**src/hdl/csvfre_pkg.sv**
```systemverilog
// Shared types, codes and constants of the CSV flight record extractor.
package csvfre_pkg;

  localparam int CODE_LENGTH_DEF = 3;
  localparam int COL_W   = 6;
  localparam int CHAR_W  = 8;
  localparam int NUM_W   = 16;
  localparam int CODE_W  = 24;
  localparam int CFG_IDX_W = 2;

  localparam logic [CHAR_W-1:0] CHAR_COMMA = 8'h2C;
  localparam logic [CHAR_W-1:0] CHAR_NUL   = 8'h00;
  localparam logic [CHAR_W-1:0] CHAR_PLUS  = 8'h2B;
  localparam logic [CHAR_W-1:0] CHAR_MINUS = 8'h2D;
  localparam logic [CHAR_W-1:0] CHAR_SPACE = 8'h20;
  localparam logic [CHAR_W-1:0] CHAR_ZERO  = 8'h30;
  localparam logic [CHAR_W-1:0] CHAR_NINE  = 8'h39;
  localparam logic [CHAR_W-1:0] CHAR_TAB   = 8'h09;
  localparam logic [CHAR_W-1:0] CHAR_CR    = 8'h0D;

  // Magnitude ceiling of the number accumulator and the signed limits.
  localparam logic [NUM_W-1:0] NUM_MAG_MAX = 16'h8000;
  localparam logic [NUM_W-1:0] NUM_POS_MAX = 16'h7FFF;

  // Configuration register indexes.
  localparam logic [CFG_IDX_W-1:0] CFG_DAY_COL    = 2'd0;
  localparam logic [CFG_IDX_W-1:0] CFG_DELAY_COL  = 2'd1;
  localparam logic [CFG_IDX_W-1:0] CFG_ORIGIN_COL = 2'd2;
  localparam logic [CFG_IDX_W-1:0] CFG_DEST_COL   = 2'd3;

  localparam logic [COL_W-1:0] DAY_COL_RST    = 6'd1;
  localparam logic [COL_W-1:0] DELAY_COL_RST  = 6'd2;
  localparam logic [COL_W-1:0] ORIGIN_COL_RST = 6'd3;
  localparam logic [COL_W-1:0] DEST_COL_RST   = 6'd4;

  typedef enum logic [3:0] {
    LINE_PARSING  = 4'b0001,
    LINE_REJECTED = 4'b0010,
    LINE_COMPLETE = 4'b0100,
    LINE_STOPPED  = 4'b1000
  } line_state_t;

  typedef enum logic [3:0] {
    NUM_SPACE  = 4'b0001,
    NUM_SIGN   = 4'b0010,
    NUM_DIGITS = 4'b0100,
    NUM_DONE   = 4'b1000
  } num_phase_t;

  typedef struct packed {
    logic take;
    logic clear;
  } field_ctrl_t;

  typedef struct packed {
    logic              empty;
    logic              exact;
    logic [NUM_W-1:0]  number;
    logic [CODE_W-1:0] code;
  } field_stat_t;

endpackage

```
**src/hdl/csv_flight_record_extractor_unit.sv**
```systemverilog
// Top level of the CSV flight record extractor: beat registers, line control, result register.
// Usage
//   Feed one byte of a CSV text line per input beat (in_char_code), with in_line_end
//   high on the last byte. Commas are counted; the four column registers give the comma
//   count that closes the day, arrival delay, origin and destination fields.
//   On the beat that carries in_line_end exactly one result beat leaves the block:
//   out_record_status is 0 for an accepted record and 1 otherwise, with the day and
//   delay values (saturated signed) and both codes taken so far. Other beats give none.
// Timing
//   One byte per cycle sustained while no line end waits. A byte is accepted into the input
//   register, worked on by the field and line logic once it leaves that register, and for
//   a line end the result is then held in the output register.
//   The per-byte state update is the loop that sets the byte rate.
// Stall
//   While out_stall is high a waiting result holds. Bytes that do not end a line keep
//   flowing; a line end that finds the output register still occupied waits in the
//   input register, and in_stall rises only then.
// Reset
//   rst_n is synchronous, active low: columns return to 1..4, all line state clears,
//   and no beat is pending. Write configuration only while no beat is in flight.
module csv_flight_record_extractor_unit #(
  parameter int CODE_LENGTH = csvfre_pkg::CODE_LENGTH_DEF
) (
  input  logic                              clk,
  input  logic                              rst_n,
  input  logic                              in_valid,
  output logic                              in_stall,
  input  logic [csvfre_pkg::CHAR_W-1:0]     in_char_code,
  input  logic                              in_line_end,
  output logic                              out_valid,
  input  logic                              out_stall,
  output logic                              out_record_status,
  output logic signed [csvfre_pkg::NUM_W-1:0] out_day_value,
  output logic signed [csvfre_pkg::NUM_W-1:0] out_delay_value,
  output logic [csvfre_pkg::CODE_W-1:0]     out_origin_code,
  output logic [csvfre_pkg::CODE_W-1:0]     out_dest_code,
  input  logic                              cfg_wr_en,
  input  logic [csvfre_pkg::CFG_IDX_W-1:0]  cfg_index,
  input  logic [csvfre_pkg::COL_W-1:0]      cfg_data
);

  // Column registers
  logic [csvfre_pkg::COL_W-1:0] day_col_r, delay_col_r, origin_col_r, dest_col_r;

  always_ff @(posedge clk) begin
    if (!rst_n) begin
      day_col_r    <= csvfre_pkg::DAY_COL_RST;
      delay_col_r  <= csvfre_pkg::DELAY_COL_RST;
      origin_col_r <= csvfre_pkg::ORIGIN_COL_RST;
      dest_col_r   <= csvfre_pkg::DEST_COL_RST;
    end else if (cfg_wr_en) begin
      case (cfg_index)
        csvfre_pkg::CFG_DAY_COL:    day_col_r    <= cfg_data;
        csvfre_pkg::CFG_DELAY_COL:  delay_col_r  <= cfg_data;
        csvfre_pkg::CFG_ORIGIN_COL: origin_col_r <= cfg_data;
        csvfre_pkg::CFG_DEST_COL:   dest_col_r   <= cfg_data;
        default: ;
      endcase
    end
  end

  // Input register
  logic                          in_valid_r;
  logic [csvfre_pkg::CHAR_W-1:0] in_char_r;
  logic                          in_last_r;
  logic                          out_valid_r;
  logic                          out_free;
  logic                          advance;
  logic                          in_accept;

  // A non-final byte never needs the output register; a line end needs it free.
  assign out_free  = !out_valid_r || !out_stall;
  assign advance   = in_valid_r && (!in_last_r || out_free);
  assign in_stall  = in_valid_r && !advance;
  assign in_accept = in_valid && !in_stall;

  always_ff @(posedge clk) begin
    if (!rst_n) begin
      in_valid_r <= 1'b0;
    end else if (in_accept) begin
      in_valid_r <= 1'b1;
    end else if (advance) begin
      in_valid_r <= 1'b0;
    end
  end

  always_ff @(posedge clk) begin
    if (in_accept) begin
      in_char_r <= in_char_code;
      in_last_r <= in_line_end;
    end
  end

  // Line control
  csvfre_pkg::line_state_t       line_r, line_nxt;
  logic [csvfre_pkg::COL_W-1:0]  comma_r, comma_nxt, comma_inc;
  logic [csvfre_pkg::NUM_W-1:0]  day_r, day_nxt, delay_r, delay_nxt;
  logic [csvfre_pkg::CODE_W-1:0] origin_r, origin_nxt, dest_r, dest_nxt;
  csvfre_pkg::field_ctrl_t       fctrl;
  csvfre_pkg::field_stat_t       fstat;
  logic                          parsing, is_comma, is_nul;
  logic                          hit_day, hit_delay, hit_origin, hit_dest;
  logic                          end_line;

  assign parsing   = (line_r == csvfre_pkg::LINE_PARSING);
  assign is_comma  = (in_char_r == csvfre_pkg::CHAR_COMMA);
  assign is_nul    = (in_char_r == csvfre_pkg::CHAR_NUL);
  assign comma_inc = comma_r + csvfre_pkg::COL_W'(1);
  assign hit_day    = (comma_inc == day_col_r);
  assign hit_delay  = (comma_inc == delay_col_r);
  assign hit_origin = (comma_inc == origin_col_r);
  assign hit_dest   = (comma_inc == dest_col_r);
  assign end_line   = advance && in_last_r;

  // Clear wins over take: a comma closes the field, a line end clears everything.
  assign fctrl.take  = advance && parsing && !is_comma && !is_nul;
  assign fctrl.clear = (advance && parsing && is_comma) || end_line;

  csvfre_field_unit #(
    .CODE_LENGTH(CODE_LENGTH)
  ) u_field (
    .clk       (clk),
    .rst_n     (rst_n),
    .ctrl      (fctrl),
    .char_code (in_char_r),
    .stat      (fstat)
  );

  always_comb begin
    line_nxt   = line_r;
    comma_nxt  = comma_r;
    day_nxt    = day_r;
    delay_nxt  = delay_r;
    origin_nxt = origin_r;
    dest_nxt   = dest_r;
    if (advance && parsing) begin
      if (is_comma) begin
        comma_nxt = comma_inc;
        // First matching column wins when several share a comma count.
        if (hit_day || hit_delay || hit_origin || hit_dest) begin
          if (fstat.empty) begin
            line_nxt = csvfre_pkg::LINE_REJECTED;
          end else if (hit_day) begin
            day_nxt = fstat.number;
          end else if (hit_delay) begin
            delay_nxt = fstat.number;
          end else if (!fstat.exact) begin
            line_nxt = csvfre_pkg::LINE_REJECTED;
          end else if (hit_origin) begin
            origin_nxt = fstat.code;
          end else begin
            dest_nxt = fstat.code;
            line_nxt = csvfre_pkg::LINE_COMPLETE;
          end
        end
      end else if (is_nul) begin
        line_nxt = csvfre_pkg::LINE_STOPPED;
      end
    end
  end

  always_ff @(posedge clk) begin
    if (!rst_n || end_line) begin
      line_r   <= csvfre_pkg::LINE_PARSING;
      comma_r  <= '0;
      day_r    <= '0;
      delay_r  <= '0;
      origin_r <= '0;
      dest_r   <= '0;
    end else begin
      line_r   <= line_nxt;
      comma_r  <= comma_nxt;
      day_r    <= day_nxt;
      delay_r  <= delay_nxt;
      origin_r <= origin_nxt;
      dest_r   <= dest_nxt;
    end
  end

  // Result register: load on a line end, drop once taken.
  logic                          status_r;
  logic [csvfre_pkg::NUM_W-1:0]  res_day_r, res_delay_r;
  logic [csvfre_pkg::CODE_W-1:0] res_origin_r, res_dest_r;

  always_ff @(posedge clk) begin
    if (!rst_n) begin
      out_valid_r <= 1'b0;
    end else if (end_line) begin
      out_valid_r <= 1'b1;
    end else if (!out_stall) begin
      out_valid_r <= 1'b0;
    end
  end

  always_ff @(posedge clk) begin
    if (end_line) begin
      status_r     <= (line_nxt != csvfre_pkg::LINE_COMPLETE);
      res_day_r    <= day_nxt;
      res_delay_r  <= delay_nxt;
      res_origin_r <= origin_nxt;
      res_dest_r   <= dest_nxt;
    end
  end

  assign out_valid         = out_valid_r;
  assign out_record_status = status_r;
  assign out_day_value     = res_day_r;
  assign out_delay_value   = res_delay_r;
  assign out_origin_code   = res_origin_r;
  assign out_dest_code     = res_dest_r;

endmodule

```
**src/hdl/csvfre_field_unit.sv**
```systemverilog
// Per-field state: length, code shift register and atoi-style number parse.
module csvfre_field_unit #(
  parameter int CODE_LENGTH = csvfre_pkg::CODE_LENGTH_DEF
) (
  input  logic                           clk,
  input  logic                           rst_n,
  input  csvfre_pkg::field_ctrl_t        ctrl,
  input  logic [csvfre_pkg::CHAR_W-1:0]  char_code,
  output csvfre_pkg::field_stat_t        stat
);

  localparam int LEN_W = $clog2(CODE_LENGTH + 2);
  localparam int ACC_W = csvfre_pkg::NUM_W + 3;
  localparam logic [LEN_W-1:0] LEN_CODE = LEN_W'(CODE_LENGTH);

  logic [LEN_W-1:0]              length_r, length_nxt;
  logic [csvfre_pkg::CODE_W-1:0] code_r, code_nxt;
  csvfre_pkg::num_phase_t        phase_r, phase_nxt;
  logic                          neg_r, neg_nxt;
  logic [csvfre_pkg::NUM_W-1:0]  acc_r, acc_nxt;

  logic                          is_digit, is_space, is_sign;
  logic [ACC_W-1:0]              acc_wide;

  assign is_digit = (char_code >= csvfre_pkg::CHAR_ZERO) && (char_code <= csvfre_pkg::CHAR_NINE);
  assign is_space = (char_code == csvfre_pkg::CHAR_SPACE) ||
                    ((char_code >= csvfre_pkg::CHAR_TAB) && (char_code <= csvfre_pkg::CHAR_CR));
  assign is_sign  = (char_code == csvfre_pkg::CHAR_PLUS) || (char_code == csvfre_pkg::CHAR_MINUS);

  // acc * 10 + digit as two shifts and adds
  assign acc_wide = (ACC_W'(acc_r) << 3) + (ACC_W'(acc_r) << 1) +
                    ACC_W'(char_code - csvfre_pkg::CHAR_ZERO);

  always_comb begin
    length_nxt = length_r;
    code_nxt   = code_r;
    phase_nxt  = phase_r;
    neg_nxt    = neg_r;
    acc_nxt    = acc_r;
    if (ctrl.clear) begin
      length_nxt = '0;
      code_nxt   = '0;
      phase_nxt  = csvfre_pkg::NUM_SPACE;
      neg_nxt    = 1'b0;
      acc_nxt    = '0;
    end else if (ctrl.take) begin
      if (length_r <= LEN_CODE) begin
        length_nxt = length_r + LEN_W'(1);
      end
      code_nxt = {code_r[csvfre_pkg::CODE_W-csvfre_pkg::CHAR_W-1:0], char_code};
      if ((phase_r == csvfre_pkg::NUM_SPACE) && is_space) begin
        phase_nxt = phase_r;
      end else if ((phase_r == csvfre_pkg::NUM_SPACE) && is_sign) begin
        phase_nxt = csvfre_pkg::NUM_SIGN;
        neg_nxt   = (char_code == csvfre_pkg::CHAR_MINUS);
      end else if ((phase_r != csvfre_pkg::NUM_DONE) && is_digit) begin
        phase_nxt = csvfre_pkg::NUM_DIGITS;
        if (acc_wide > ACC_W'(csvfre_pkg::NUM_MAG_MAX)) begin
          acc_nxt = csvfre_pkg::NUM_MAG_MAX;
        end else begin
          acc_nxt = acc_wide[csvfre_pkg::NUM_W-1:0];
        end
      end else begin
        phase_nxt = csvfre_pkg::NUM_DONE;
      end
    end
  end

  always_ff @(posedge clk) begin
    if (!rst_n) begin
      length_r <= '0;
      code_r   <= '0;
      phase_r  <= csvfre_pkg::NUM_SPACE;
      neg_r    <= 1'b0;
      acc_r    <= '0;
    end else begin
      length_r <= length_nxt;
      code_r   <= code_nxt;
      phase_r  <= phase_nxt;
      neg_r    <= neg_nxt;
      acc_r    <= acc_nxt;
    end
  end

  // Saturated signed value; the accumulator never exceeds the negative limit.
  always_comb begin
    stat.empty = (length_r == '0);
    stat.exact = (length_r == LEN_CODE);
    stat.code  = code_r;
    if (neg_r) begin
      stat.number = '0 - acc_r;
    end else if (acc_r > csvfre_pkg::NUM_POS_MAX) begin
      stat.number = csvfre_pkg::NUM_POS_MAX;
    end else begin
      stat.number = acc_r;
    end
  end

endmodule

```
**config.mk**
```make
export PLATFORM = sky130hd
export DESIGN_NAME = csv_flight_record_extractor_unit
export DESIGN_NICKNAME = d
export VERILOG_FILES = /design/src/hdl/csvfre_pkg.sv /design/src/hdl/csv_flight_record_extractor_unit.sv /design/src/hdl/csvfre_field_unit.sv
export SDC_FILE = /design/constraint.sdc
export NUM_CORES = 1
export LEC_CHECK = 0
export BUFFER_PORTS_ARGS = -buffer_cell sky130_fd_sc_hd__buf_2
export CORE_ASPECT_RATIO = 1.1
export CORE_MARGIN = 8
export CORE_UTILIZATION = 49
export CTS_CLUSTER_SIZE = 30
export DETAILED_ROUTE_END_ITERATION = 10
export PLACE_DENSITY = 0.79
export SYNTH_ARGS = -nofsm -noshare
export SYNTH_HDL_FRONTEND = slang
export SYNTH_SLANG_ARGS = --single-unit
```
**constraint.sdc**
```tcl
create_clock -name clk -period 5.7 [get_ports clk]
set_clock_uncertainty 0.2 [all_clocks]
set_input_delay 0.285 -clock clk [delete_from_list [all_inputs] [get_ports clk]]
set_output_delay 0.285 -clock clk [all_outputs]
set_load 0.005 [all_outputs]
```
; ---- Yosys cells after proc, flatten, opt, wreduce, memory -nomap -nowiden
; Cells that the tools add are included.
[word_totals]
reg_bits = 254
latch_bits = 0
ramBits = 0
mem_bits_ro = 0
in_bits = 22
out_inout_bits = 83
word_cells = 146
n_memories = 0
[op_classes]
add_sub_neg = 6
mul = 0
n_div = 0
order_cmp = 7
n_eq_ne = 17
shifts = 0
mux = 45
bitwise = 3
reduce_logical = 44
[op_table]
columns = operator, n
row1 = two-way mux 24 bit, 16
row2 = two-way mux 16 bit, 14
row3 = two-way mux 4 bit, 11
row4 = "equality test 8 x 6 -> 1 bit, second input constant", 4
row5 = equality test 6 bit, 4
row6 = adder 19 x 17 -> 19 bit, 1
row7 = adder 19 bit, 1
row8 = "> comparator 19 x 16 -> 1 bit, second input constant", 1
row9 = "> comparator 16 x 15 -> 1 bit, second input constant", 1
row10 = "subtractor 1 x 16 -> 16 bit, first input constant", 1
row11 = AND reduction 2 bit, 7
row12 = logical AND 1 bit, 13
row13 = logical OR 1 bit, 9
row14 = "subtractor 8 x 6 -> 9 bit, second input constant", 1
row15 = "equality test 4 x 1 -> 1 bit, second input constant", 2
row16 = "greater-or-equal comparator 8 x 4 -> 1 bit, second input constant", 1
row17 = "greater-or-equal comparator 8 x 6 -> 1 bit, second input constant", 1
row18 = "less-or-equal comparator 8 x 4 -> 1 bit, second input constant", 1
row19 = "less-or-equal comparator 8 x 6 -> 1 bit, second input constant", 1
row20 = zero test 1 bit, 8
row21 = zero test 8 bit, 1
row22 = "adder 6 x 1 -> 6 bit, second input constant", 1
row23 = "equality test 2 bit, second input constant", 2
row24 = two-way mux 1 bit, 4
row25 = 14 further kinds, 16

; ---- Longest topological paths before layout
; Gate-level depths: netlist (run 1).
[depth]
depth_word = 11
ltp_mapped = 15
mapped_depth_nobuf = 14

; ---- Hierarchy
; Synthesis (run 1) repeated with hierarchy kept, for this count alone.
[unflattened]
hier_cells = 1003
area_unflattened_um2 = 11718.7
[modules_own_cells]
columns = mod, instances, cells_each, area_per_inst_um2, seq_area_each_um2
row1 = csv_flight_record_extractor_unit, 1, 559, 7893.8, 5024.8
row2 = csvfre_field_unit, 1, 444, 3824.9, 960.9

; ---- Least setup slack after synthesis (run 1)
; No wires, ideal clock.
[synth_timing]
path_kind = reg2reg
start = register in_last_r
end = register u_field.acc_r[6] in the netlist's numbering
setup_time_ps = 130
t_arrival_ps = 5574
path_slack_ps = -204
path_stages_with_launch = 10
path_buffers = 2
period_less_slack_ps = 5904
path_cell_list = edfxtp_1 nand2_1 a21oi_1 nand2b_1 or2_2 clkbuf_1 a31oi_1 clkbuf_1 nand2_1 o21ai_0
[synth_via]
word_cells_on_any_way = 11
classes_between = reduce/logical (11)
[synth_rtl]
columns = item, line
row1 = "start, declared", csv_flight_record_extractor_unit.sv:65  ; logic in_last_r;
row2 = "start signal, assigned", csv_flight_record_extractor_unit.sv:90  ; in_last_r <= in_line_end;
row3 = zero test 1 bit, csv_flight_record_extractor_unit.sv:73  ; assign advance = in_valid_r && (!in_last_r || out_free);
row4 = logical OR 1 bit, csv_flight_record_extractor_unit.sv:73
row5 = logical AND 1 bit, csv_flight_record_extractor_unit.sv:73
row6 = logical AND 1 bit *, csv_flight_record_extractor_unit.sv:113  ; assign end_line = advance && in_last_r;
row7 = net end_line, csv_flight_record_extractor_unit.sv:103  ; logic end_line;
row8 = logical OR 1 bit *, csv_flight_record_extractor_unit.sv:117  ; assign fctrl.clear = (advance && parsing && is_comma) || end_line;
row9 = OR reduction 2 bit (no source line) *, n/a
row10 = "end signal, assigned", csvfre_field_unit.sv:81  ; acc_r <= acc_nxt;
row11 = "end, declared", csvfre_field_unit.sv:20  ; logic [csvfre_pkg::NUM_W-1:0] acc_r, acc_nxt;
; Mark *: on every way through the listed nets, which the timed path passes. The rest lies on a longest branch.
; A chain may end at the register's enable or synchronous reset.

; ---- Final worst setup path (run 1)
[layout_timing]
start = register in_char_r[4] in the netlist's numbering
end = register u_field.acc_r[9] in the netlist's numbering
[layout_via]
elab_chain_len = 6
word_cells_on_any_way = 30
classes_between = add/sub (2) / order compare (5) / eq/ne (4) / mux (1) / bitwise (2) / reduce/logical (16)
[layout_lines]
columns = item, line
row1 = "start, declared", csv_flight_record_extractor_unit.sv:64  ; logic [csvfre_pkg::CHAR_W-1:0] in_char_r;
row2 = "start signal, assigned", csv_flight_record_extractor_unit.sv:89  ; in_char_r <= in_char_code;
row3 = branches (longest 6 deep; another with adder 19 bit), n/a
; Parallel ways; which one is timed is not known.

==> results_dict.tcl, run 1 <==
set metrics [dict create \
    die_area_sq_um 29100 \
    drtIter0Drc 402 \
    fin_tns_setup_ns 0 \
    row_count 59 \
    yosysSeqAreaShare 0.512 \
    holdCritPathClass "in -> reg" \
    hold_violations 0 \
    ir_drop_v 0.000204 \
    area_growth_pct 15.1 \
    drive_gt1_frac 0.204 \
    synthTopCellsByArea "dfxtp_1 (28%), edfxtp_1 (23%), nor2b_1 (5.8%)" \
    synthFlopType "dfxtp_1" \
    maxCapViolations 0 \
    whs_endpoint "day_col_r[0]$_SDFFE_PN1P_" \
    die_h_um 178 \
    critPathLaunchType "flop" \
    worstHoldStart "cfg_index[0]" \
    cp_max_fo 11 \
    synth.most_common_cell "dfxtp_1" \
    synth_cell_type_count 77 \
    p_comb_frac 0.052 \
    status "finished, final reports clean" \
    ctsHtreeMaxLevel 1 \
    p_leak_nw 5.62 \
    crit_path_top_delay_cell "a31oi_1" \
    setup_viol 0 \
    rsz0062_at_grt "false" \
    gp_congestion 0.852 \
    synth_edf_count 90 \
    netlist.area_leader.share 0.281 \
    hold_depth 5 \
    detail_route.drc_violations 0 \
    ios 105 \
    start_util 0.497 \
    grt_max_degree 92 \
    endpoint_kind "flop" \
    cts_buffers 25 \
    clock_sinks 254 \
    power.switching_mw 0.850 \
    cellPowerDensity_nw_per_um2 278 \
    ff2ff_path_depth 13 \
    stdcell_area_sq_um 13500 \
    netlist_area_sq_um 11700 \
    vias 7991 \
    max_freq_ghz 0.218 \
    critPathRequiredTime_ns 5.92 \
    syn_nets 1103 \
    cp_common_cell "ha_1" \
    vias_per_cell 5.41 \
    async_flop_share 0 \
    cts_resized 0 \
    clock_latency_ns 0.54 \
    swShare 0.227 \
    tightest_slew_ns 1.21 \
    ys_ff_latch 254 \
    tritoncts "done" \
    clock_path_buffers 3 \
    slew_viol_final 0 \
    die_w_um 163 \
    yosys_warnings 0 \
    period_share 0.805 \
    pwr-share-seq 0.514 \
    antenna_found_initial 1 \
    grt_overflow_total 0 \
    clkSlewWorstSetupHoldPaths_ns 0.07 \
    cts_root_buf "clkbuf_16" \
    synth_top_area_cell "dfxtp_1" \
    rrSetupSlack_ns 1.11 \
    syn-instance-count 1038 \
    period_needed_ns 4.59 \
    wl_um 24700 \
    r2r-start "in_char_r[4]$_DFFE_PP_" \
    slew_headroom 0.191 \
    track_usage 0.168 \
    dr.pass1.iters 5 \
    coreArea_sq_um 23500 \
    whs_ns 0.103 \
    grt_pass1_vias 7816 \
    synth_common_cells "dfxtp_1 (164), nor2b_1 (108), edfxtp_1 (90), nand2_1 (70), nor2_1 (69)" \
    hpwlAfterDp_um 17300 \
    io_buffers 104 \
    wl_per_cell_um 16.8 \
    path_cells "ha_1 > nor3_2 > buf_4 > fa_1 > ha_1 > a21oi_1 > o21ai_0 > a31oi_1 > nor2_1 > or4_1 > o21ai_1 > nand3_1 > o31ai_1" \
    max_stage_delay_ns 0.48 \
    r2r_end "u_field.acc_r[9]$_SDFFE_PP0P_" \
    internal_power_mw 2.90 \
    nets 1216 \
    grt_pass1_wl_um 40100 \
    power_mw 3.75 \
    drtAntennaViolNets 0 \
    place_area_sq_um 12400 \
    p_clk_frac 0.434 \
    avgSynthCellArea_sq_um 11.3 \
    critPathKind "reg -> reg" \
    arrival_ns 4.81 \
]
## cells in the final DEF (no fill, tap or decap), types with 26 or more instances in the layout
| cell | count |
|---|---|
| o21ai_0 | 29 |
| nand2_1 | 70 |
| a21oi_1 | 44 |
| buf_2 | 104 |
| nor2b_1 | 108 |
| ha_1 | 28 |
| clkbuf_16 | 26 |
| inv_1 | 29 |
| dfxtp_1 | 164 |
| edfxtp_1 | 90 |
| mux2_2 | 41 |
| nor2_1 | 69 |
| mux2i_1 | 45 |
## layout make-up
cell class / count / area (sq um)
fillers: 1911 / 10100
flip-flops and latches: 254 / 5990
multi-input cells: 710 / 5380
repair buffers: 131 / 778
clock buffers: 30 / 686
well taps: 305 / 382
clock inverters: 16 / 141
inverters: 29 / 109
diodes: 1 / 2.50
## critical path, delay by kind of cell (launching register included)
kind	cells	cell delay (ns)
AO/OA/AOI/OAI	5	1.41
buffers and inverters	1	0.24
flip-flops	1	0.46
adder cells (fa/ha/maj)	3	1.14
AND/OR/NAND/NOR	4	1.02
## how the worst max path moves through the flow
stage,start,endpoint,slack [ns],cells after the start
after global placement,in_char_r[4]$_DFFE_PP_,u_field.acc_r[1]$_SDFFE_PP0P_,1.36,13
after floorplan,in_char_r[4]$_DFFE_PP_,u_field.acc_r[10]$_SDFFE_PP0P_,0.97,12
after global routing,in_char_r[4]$_DFFE_PP_,u_field.acc_r[3]$_SDFFE_PP0P_,0.79,13
final,in_char_r[4]$_DFFE_PP_,u_field.acc_r[9]$_SDFFE_PP0P_,1.11,13
after detailed placement,in_char_r[4]$_DFFE_PP_,u_field.acc_r[8]$_SDFFE_PP0P_,1.22,13
after CTS,in_char_r[4]$_DFFE_PP_,u_field.acc_r[9]$_SDFFE_PP0P_,1.15,13
## state kept, by name, summed over array words and instances, names as in the netlist, 4 cells and up
signal	count
out_origin_code	24
line_r	4
in_char_r	8
day_r	16
origin_col_r	6
delay_r	16
delay_col_r	6
dest_r	24
u_field.acc_r	16
out_delay_value	16
u_field.phase_r	4
comma_r	6
out_day_value	16
dest_col_r	6
u_field.code_r	24
out_dest_code	24
day_col_r	6
origin_r	24
## cells by family (layout without fill, tap and decap cells)
family          Yosys count  after routing  share of synthesized area
simple gates            350            350                      0.163
flops                   254            254                      0.512
other cells               0              1                          0
mux                     121            121                      0.118
fa+ha+maj                43             43                     0.0556
compound gates          147            147                     0.0808
xor+xnor                 49             49                     0.0415
buf+inv                  74            206                     0.0296
## per-layer routing
layer	vias up	track usage	wire length [um]
li1	3901	-	-
met1	3844	0.218	11000
met2	206	0.280	11700
met3	40	0.0254	1430
met4	0	0.0604	646
met5	-	0	0
## power groups by stage
stage                     Sequential (mW)  Clock (mW)  Combinational, mW
after floorplan                      1.96           0              0.128
after global placement               1.96           0              0.180
after detailed placement             1.96           0              0.184
after CTS                            1.92        1.66              0.195
after global routing                 1.93        1.73              0.215
final                                1.92        1.63              0.195
## stage by stage
step            util  setup slack (ns)  cells
3_5_place_dp   0.527              1.22   1407
6_report       0.572              1.11   1476
3_3_place_gp   0.527              1.36   1407
5_1_grt        0.572             0.794   1476
2_1_floorplan      -             0.970   1038
4_1_cts        0.572              1.15   1475
## timing repair
| item | in CTS | in global routing |
|---|---|---|
| endpoints found under the hold margin | 35 | 0 |
| buffers inserted | 0 | 0 |
| hold buffers | 22 | 0 |
(Power assumes the default switching activity.)
==> inputs of run 2 (changes only) <==
PLACE_DENSITY = 0.77   (was 0.79)
clock period = 4.4 ns   (was 5.7 ns; I/O delays follow)
==> run 2 against run 1 <==
Compared with the run above: wire length is 0.22% higher; setup slack got worse by 0.82 ns; sequential power grew 30%; first-iteration DRC count up 26%; combinational power up 33%; global-route usage is 0.075 points lower; maximum frequency rose by 12%; count of clock-buffer cells in the layout up 3; sequential share of layout area is 0.30 points lower; die area unchanged; clock power is 32% higher; critical endpoint is now u_field.acc_r[13]$_SDFFE_PP0P_.
==> results_dict.tcl, run 2 (synthesis results as in run 1) <==
set metrics [dict create \
    ctsHtreeMaxLevel 1 \
    antenna_found_initial 0 \
    vias_per_cell 5.35 \
    grt_overflow_total 0 \
    slew_viol_final 0 \
    start_util 0.497 \
    gp_congestion 0.882 \
    coreArea_sq_um 23500 \
    hold_depth 5 \
    dr.pass1.iters 5 \
    holdCritPathClass "in -> reg" \
    drtAntennaViolNets 0 \
    grt_pass1_wl_um 39900 \
    hpwlAfterDp_um 17400 \
    setup_viol 0 \
    critPathKind "reg -> reg" \
    slew_headroom 0.171 \
    crit_path_top_delay_cell "or4_1" \
    ios 105 \
    cts_root_buf "clkbuf_16" \
    ff2ff_path_depth 15 \
    place_area_sq_um 12500 \
    wl_um 24800 \
    die_w_um 163 \
    n_antenna_cell 0 \
    cp_max_fo 10 \
    critPathRequiredTime_ns 4.63 \
    drtIter0Drc 507 \
    critPathLaunchType "flop" \
    fillers 1916 \
    post-place-ws_ns 0.0567 \
    path_cells "ha_1 > nor3_2 > buf_4 > fa_1 > ha_1 > a21oi_1 > o21ai_0 > a31oi_1 > buf_4 > nor2_1 > or4_1 > o21ai_1 > buf_4 > nand4_1 > o21ai_0" \
    ir_drop_v 0.000235 \
    cp_common_cell "buf_4" \
    endpoint_kind "flop" \
    clkSlewWorstSetupHoldPaths_ns 0.06 \
    tritoncts "done" \
    grt_max_degree 92 \
    row_count 59 \
    final_common_cell "dfxtp_1" \
    hold_violations 0 \
    cts_buffers 25 \
    grt_pass1_vias 7740 \
    clock_latency_ns 0.52 \
    postLayoutSetupSlackWorst_ns 0.291 \
    vias 7931 \
    period_share 0.934 \
    power_mw 4.90 \
    mostFrequentLayoutCells "dfxtp_1 (164), nor2b_1 (108), buf_2 (104)" \
    die_h_um 178 \
    stdcell_area_sq_um 13600 \
    fin_tns_setup_ns 0 \
    io_buffers 104 \
    utilization 0.576 \
    max_stage_delay_ns 0.47 \
    clock_path_buffers 3 \
    die_area_sq_um 29100 \
    wl_per_cell_um 16.7 \
    nets 1223 \
    status "finished, final reports clean" \
    track_usage 0.167 \
    drive_gt1_frac 0.208 \
    detail_route.drc_violations 0 \
    period_needed_ns 4.11 \
    arrival_ns 4.34 \
    cellPowerDensity_nw_per_um2 362 \
    maxCapViolations 0 \
    clock_sinks 254 \
    tightest_slew_ns 1.24 \
    p_leak_nw 5.68 \
    max_freq_ghz 0.243 \
    area_growth_pct 15.9 \
    multiInputGateArea_sq_um 5420 \
    regArea_sq_um 5990 \
]
[run 2: cell type report]
| type | instances | share of cell area |
|---|---|---|
| sequential | 254 | 0.442 |
| multi-input combinational | 710 | 0.400 |
| timing repair buffer | 138 | 0.0611 |
| clock buffer | 33 | 0.0498 |
| tap | 305 | 0.0281 |
| clock inverter | 13 | 0.0117 |
| inverter | 29 | 0.00803 |
[run 2: path summary, 6_finish.rpt]
kind                                                       end                   start  slack [ns]
worst min-delay path                 day_col_r[0]$_SDFFE_PN1P_            cfg_index[0]        0.04
worst max register to register  u_field.acc_r[13]$_SDFFE_PP0P_  in_char_r[4]$_DFFE_PP_        0.29
worst max-delay path            u_field.acc_r[13]$_SDFFE_PP0P_  in_char_r[4]$_DFFE_PP_        0.29
worst min register to register           delay_r[0]$_SDFF_PP0_   delay_r[0]$_SDFF_PP0_        0.27
[run 2: critical path: cells and delay by family, from the launching register on]
family / cells / cell delay (ns)
buf+inv: 3 / 0.60
fa+ha+maj: 3 / 1.10
compound gates: 5 / 0.77
flops: 1 / 0.45
simple gates: 4 / 0.89
[run 2: through the flow]
step,hold WS [ns],std cells
5_1_grt,0.0537,1482
2_1_floorplan,0.119,1038
4_1_cts,0.0278,1481
3_5_place_dp,0.199,1414
3_3_place_gp,0.198,1414
6_report,0.0430,1482
[run 2: metal layers]
| metal | vias to the layer above | part of all wire | routed length [um] | global-route usage |
|---|---|---|---|---|
| li1 | 3922 | - | - | - |
| met4 | 0 | 0.014 | 349 | 0.0406 |
| met2 | 189 | 0.47 | 11800 | 0.284 |
| met5 | - | 0 | 0 | 0 |
| met3 | 27 | 0.052 | 1290 | 0.0217 |
| met1 | 3793 | 0.46 | 11400 | 0.223 |
[run 2: timing repair]
item | 4_1_cts | 5_1_grt
hold buffers | 21 | 0
endpoints found under the setup margin | 0 | 11
endpoints found under the hold margin | 35 | 0
gates resized for setup | 0 | 4
setup buffers | 0 | 1
[run 2: power breakdown]
part / total [mW] / switching [mW] / internal, mW
clock network: 2.15 / 0.883 / 1.27
logic: 0.259 / 0.155 / 0.104
registers: 2.49 / 0.0325 / 2.46
